--- src/hw/rtl/gss_pkg.sv ---
// shared constants and types of the grover search block
`default_nettype none
package gss_pkg;

   localparam int MaxQubitsDefault = 10;
   localparam int AmpBitsDefault   = 32;
   localparam int SumBits          = 48;
   localparam int ProbBits         = 17;
   localparam int QubitBits        = 4;
   localparam int IterBits         = 8;
   localparam int CsrDataBits      = 8;
   localparam int CsrIndexBits     = 1;
   localparam logic [ProbBits-1:0] ProbOne = 17'd65536;

   typedef enum logic [0:0] {
      CMD_MARK = 1'b0,
      CMD_RUN  = 1'b1
   } cmd_type;

   typedef enum logic [0:0] {
      CSR_QUBITS = 1'b0,
      CSR_ITERS  = 1'b1
   } csr_index_type;

   typedef enum logic [3:0] {
      ST_IDLE,
      ST_ROOT,
      ST_FILL,
      ST_ORACLE,
      ST_ORACLE_WB,
      ST_MEAN,
      ST_DIFF,
      ST_DIFF_WB,
      ST_PROB,
      ST_SQUARE,
      ST_ACCUM,
      ST_DONE
   } state_type;

endpackage : gss_pkg
`default_nettype wire

--- src/hw/rtl/gss_root.sv ---
// bit-pair restoring square root of a power of two, one result bit per cycle
`default_nettype none
module gss_root
   import gss_pkg::*;
#(
   parameter int AMP_BITS = AmpBitsDefault
) (
   input  wire logic                clock,
   input  wire logic                reset,
   input  wire logic                start,
   input  wire logic [6:0]          exponent,
   output logic                     done,
   output logic [AMP_BITS-1:0]      root
);

   localparam int RootBits = AMP_BITS;
   localparam int RemBits  = AMP_BITS + 2;

   logic [RootBits-1:0] root_ff, root_in;
   logic [RemBits-1:0]  rem_ff, rem_in;
   logic [6:0]          pos_ff, pos_in;
   logic [6:0]          top_ff, top_in;
   logic                exp_odd_ff, exp_odd_in;
   logic                busy_ff, busy_in;
   logic                done_ff, done_in;
   logic [RemBits-1:0]  rem_shift;
   logic [RemBits-1:0]  trial;
   logic [1:0]          pair;

   always_comb begin
      pair      = (pos_ff == top_ff) ? (exp_odd_ff ? 2'd2 : 2'd1) : 2'd0;
      rem_shift = {rem_ff[RemBits-3:0], pair};
      trial     = {root_ff[RemBits-3:0], 2'b01};
      root_in    = root_ff;
      rem_in     = rem_ff;
      pos_in     = pos_ff;
      top_in     = top_ff;
      exp_odd_in = exp_odd_ff;
      busy_in    = busy_ff;
      done_in    = 1'b0;
      if (start) begin
         root_in    = '0;
         rem_in     = '0;
         pos_in     = {1'b0, exponent[6:1]};
         top_in     = {1'b0, exponent[6:1]};
         exp_odd_in = exponent[0];
         busy_in    = 1'b1;
      end else if (busy_ff) begin
         if (rem_shift >= trial) begin
            rem_in  = rem_shift - trial;
            root_in = {root_ff[RootBits-2:0], 1'b1};
         end else begin
            rem_in  = rem_shift;
            root_in = {root_ff[RootBits-2:0], 1'b0};
         end
         pos_in = pos_ff - 7'd1;
         if (pos_ff == 7'd0) begin
            busy_in = 1'b0;
            done_in = 1'b1;
         end
      end
   end

   always_ff @(posedge clock) begin
      if (reset) begin
         busy_ff <= 1'b0;
         done_ff <= 1'b0;
      end else begin
         busy_ff <= busy_in;
         done_ff <= done_in;
      end
      root_ff    <= root_in;
      rem_ff     <= rem_in;
      pos_ff     <= pos_in;
      top_ff     <= top_in;
      exp_odd_ff <= exp_odd_in;
   end

   assign done = done_ff;
   assign root = root_ff;

endmodule : gss_root
`default_nettype wire

--- config.mk ---
export PLATFORM = sky130hd
export DESIGN_NAME = gss_root
export DESIGN_NICKNAME = d
export VERILOG_FILES = /design/src/hw/rtl/gss_pkg.sv /design/src/hw/rtl/gss_root.sv
export SDC_FILE = /design/constraint.sdc
export NUM_CORES = 1
export LEC_CHECK = 0
export ABC_AREA = 0
export ABC_CLOCK_PERIOD_IN_PS = 6400
export BUFFER_PORTS_ARGS = -buffer_cell sky130_fd_sc_hd__buf_2
export CAP_MARGIN = 20
export CORE_UTILIZATION = 30
export DETAILED_ROUTE_END_ITERATION = 8
export SYNTH_ARGS = -nofsm -noshare
export SYNTH_HDL_FRONTEND = slang
export SYNTH_SLANG_ARGS = --single-unit
--- constraint.sdc ---
create_clock -name clock -period 6.4 [get_ports clock]
set_input_delay 1.6 -clock clock [delete_from_list [all_inputs] [get_ports clock]]
set_output_delay 1.6 -clock clock [all_outputs]
set_load 0.02 [all_outputs]
==> results.json <==
{
  "finalWorstSetupSlack_ns": 1.685,
  "netlist_area_um2": 5046,
  "synthDistinctLibCells": 54,
  "insertion_delay_ns": 0.36,
  "clockRootBuffer": "clkbuf_16",
  "io_pins": 43,
  "grt-ovfl-total": 0,
  "dr.pass1.iters": 4,
  "initial_core_util": 0.3054,
  "drv_slew": 0,
  "die-area_um2": 17340,
  "pre_cts_ws_ns": 1.696,
  "tightest_slew_ns": 1.071,
  "wl_um": 11470,
  "grt_pass1_wl_um": 19270,
  "ys_ff_latch": 80,
  "drt-initial-drc-count": 184,
  "antenna_found_initial": 0,
  "port_buffers": 42,
  "clockBufferDepth": 2,
  "seqCellArea_um2": 1735,
  "syn_to_final_growth_pct": 13.66,
  "cts_tree": "yes",
  "crit_path_start_kind": "register",
  "ctsHoldBuffers": 0,
  "synthesis.nets": 632,
  "grt_pass1_vias": 3841,
  "grt_max_degree": 78,
  "drc_errors": 0,
  "max-cap-violations": 0,
  "drive_gt1_frac": 0.1095,
  "path_cells": "xor2_1 -> or4_4 -> or3_4 -> ha_1 -> nand2b_1 -> a211oi_1 -> or3_1 -> a41oi_2 -> o31ai_1 -> a211o_1 -> buf_4 -> nand2_1 -> o21ai_0",
  "synth_edf_count": 13,
  "multiInputGateArea_um2": 3019,
  "clkTransAtPathRegs_ns": 0.07,
  "die_w_um": 131.7,
  "routedWlPerCell_um": 13.64,
  "fp-row-count": 47,
  "period_needed_ns": 4.715,
  "skew_ns": 0.009742,
  "core_area_um2": 16520,
  "path_class": "reg2reg",
  "num_vias": 4057,
  "cp_slowest_cell": "a211o_1",
  "yosysWarnings": 0,
  "powerDensity_nw_per_um2": 556.0,
  "ys_seq_area_frac": 0.3432,
  "numCtsBuffers": 9,
  "endpoint_kind": "register",
  "timing.final.crit_share": 0.7366,
  "hold_class": "reg2reg",
  "layout_commonest_cell": "nor2_1",
  "tns_ns": 0,
  "syn_inst": 587,
  "p_leak_uw": 0.002406,
  "final_cell_mix": "nor2_1, dfxtp_1, mux2i_1",
  "fillers": 1754,
  "via_per_inst": 4.824,
  "gp_congestion": 0.8330,
  "ctsResizeCount": 0,
  "slowest_delay_ns": 0.70,
  "grt_usage": 0.1377,
  "clock_sinks": 80,
  "cts_setup_buffers": 0,
  "critPathArrivalTime_ns": 4.99,
  "avgSynthCellArea_um2": 8.596,
  "ant_nets": 0,
  "synthArstFlopShare": 0,
  "ir_worst_vdd_mv": 0.2617,
  "r2r_slack_ns": 1.69,
  "diodes": 0,
  "slew_headroom": 0.2834,
  "run_status": "complete, no violations",
  "die_h_um": 131.7,
  "final-hold-violation-count": 0,
  "cp.required_ns": 6.67,
  "htree_num_levels": 3,
  "place_hpwl_um": 8284,
  "setup_viol": 0,
  "dominantRegCellSynth": "dfxtp_1",
  "crit_fanout": 26,
  "fmax_mhz": 212.1,
  "rsz0062_at_grt": "no",
  "fin_nets": 661
}
## report_power, final
group	total [uW]	internal, uW	switching, uW	leakage, uW
clock network	560	344	216	0.000153
registers	680	599	80.8	0.000676
logic	1950	873	1080	0.00158
## registers in the layout (all words and copies together), names as in the netlist
signal	count
top_ff	6
exp_odd_ff	1
root	32
pos_ff	7
done	1
rem_ff	32
busy_ff	1
## final timing paths
path                          startpoint                 endpoint  depth (start not counted)
hold / removal    rem_ff[4]$_SDFFE_PP0P_   rem_ff[4]$_SDFFE_PP0P_                          2
setup / recovery     pos_ff[5]$_DFFE_PP_  rem_ff[22]$_SDFFE_PP0P_                         13
hold reg to reg   rem_ff[4]$_SDFFE_PP0P_   rem_ff[4]$_SDFFE_PP0P_                          2
setup reg to reg     pos_ff[5]$_DFFE_PP_  rem_ff[22]$_SDFFE_PP0P_                         13
## area by class of cell
type,instances,area share
multi-input cells,440,0.5264
flip-flops and latches,80,0.3026
well taps,220,0.04799
repair buffers,45,0.04058
clock buffers,10,0.03992
inverters,40,0.02618
clock inverters,6,0.01636
## cells in the mapped netlist (all sizes together), types with 4 or more instances
| library cell | instances | area (um^2) |
|---|---|---|
| clkbuf | 21 | 78.83 |
| o21a | 6 | 45.04 |
| nand2 | 37 | 138.9 |
| nand2b | 5 | 31.28 |
| a21o | 15 | 112.6 |
| and3 | 5 | 31.28 |
| mux2i | 52 | 520.5 |
| a21oi | 39 | 195.2 |
| nand3 | 12 | 60.06 |
| xor2 | 19 | 166.4 |
| inv | 40 | 150.1 |
| xnor2 | 22 | 192.7 |
| nand4 | 4 | 25.02 |
| a211oi | 21 | 157.7 |
| nor2 | 77 | 289.0 |
| ha | 35 | 437.9 |
| buf | 6 | 66.30 |
| a22o | 4 | 35.03 |
| or3 | 5 | 36.28 |
| edfxtp | 13 | 390.4 |
| nor3 | 10 | 50.05 |
| o21ai | 35 | 175.2 |
| dfxtp | 67 | 1341 |
## routing by layer
metal / vias up / track usage / share of wire
met4: 0 / 0.04845 / 0.012
met2: 43 / 0.2158 / 0.45
met5: - / 0 / 0
met1: 1870 / 0.1832 / 0.51
li1: 2133 / - / -
met3: 11 / 0.03356 / 0.030
## cells by family (layout without fill, tap and decap cells)
group / Yosys count / count (layout) / share of synthesized area
and+or+nand+nor: 166 / 166 / 0.1485
AOI/OAI and AO/OA: 146 / 146 / 0.1887
DFF: 80 / 80 / 0.3432
buffers and inverters: 67 / 101 / 0.05851
muxes: 52 / 52 / 0.1031
xor gates and xnor gates: 41 / 41 / 0.07116
adders and majority gates: 35 / 35 / 0.08678
## critical path, delay by kind of cell (launching register included)
kind / cells / cell delay, ns
AO/OA/AOI/OAI: 5 / 1.80
adder cells (fa/ha/maj): 1 / 0.23
flip-flops: 1 / 0.43
buffers and inverters: 1 / 0.45
XOR/XNOR: 1 / 0.18
AND/OR/NAND/NOR: 5 / 1.49
## through the flow
step	hold WS (ns)	area, um^2	instances	total power, uW	util
2_1_floorplan	0.4407	5046	587	2397	-
3_3_place_gp	0.4688	5413	825	2637	0.3276
3_5_place_dp	0.4771	5413	825	2639	0.3276
4_1_cts	0.4906	5736	841	3215	0.3471
5_1_grt	0.4990	5736	841	3461	0.3471
6_report	0.4885	5736	841	3189	0.3471
(Power assumes the default switching activity.)
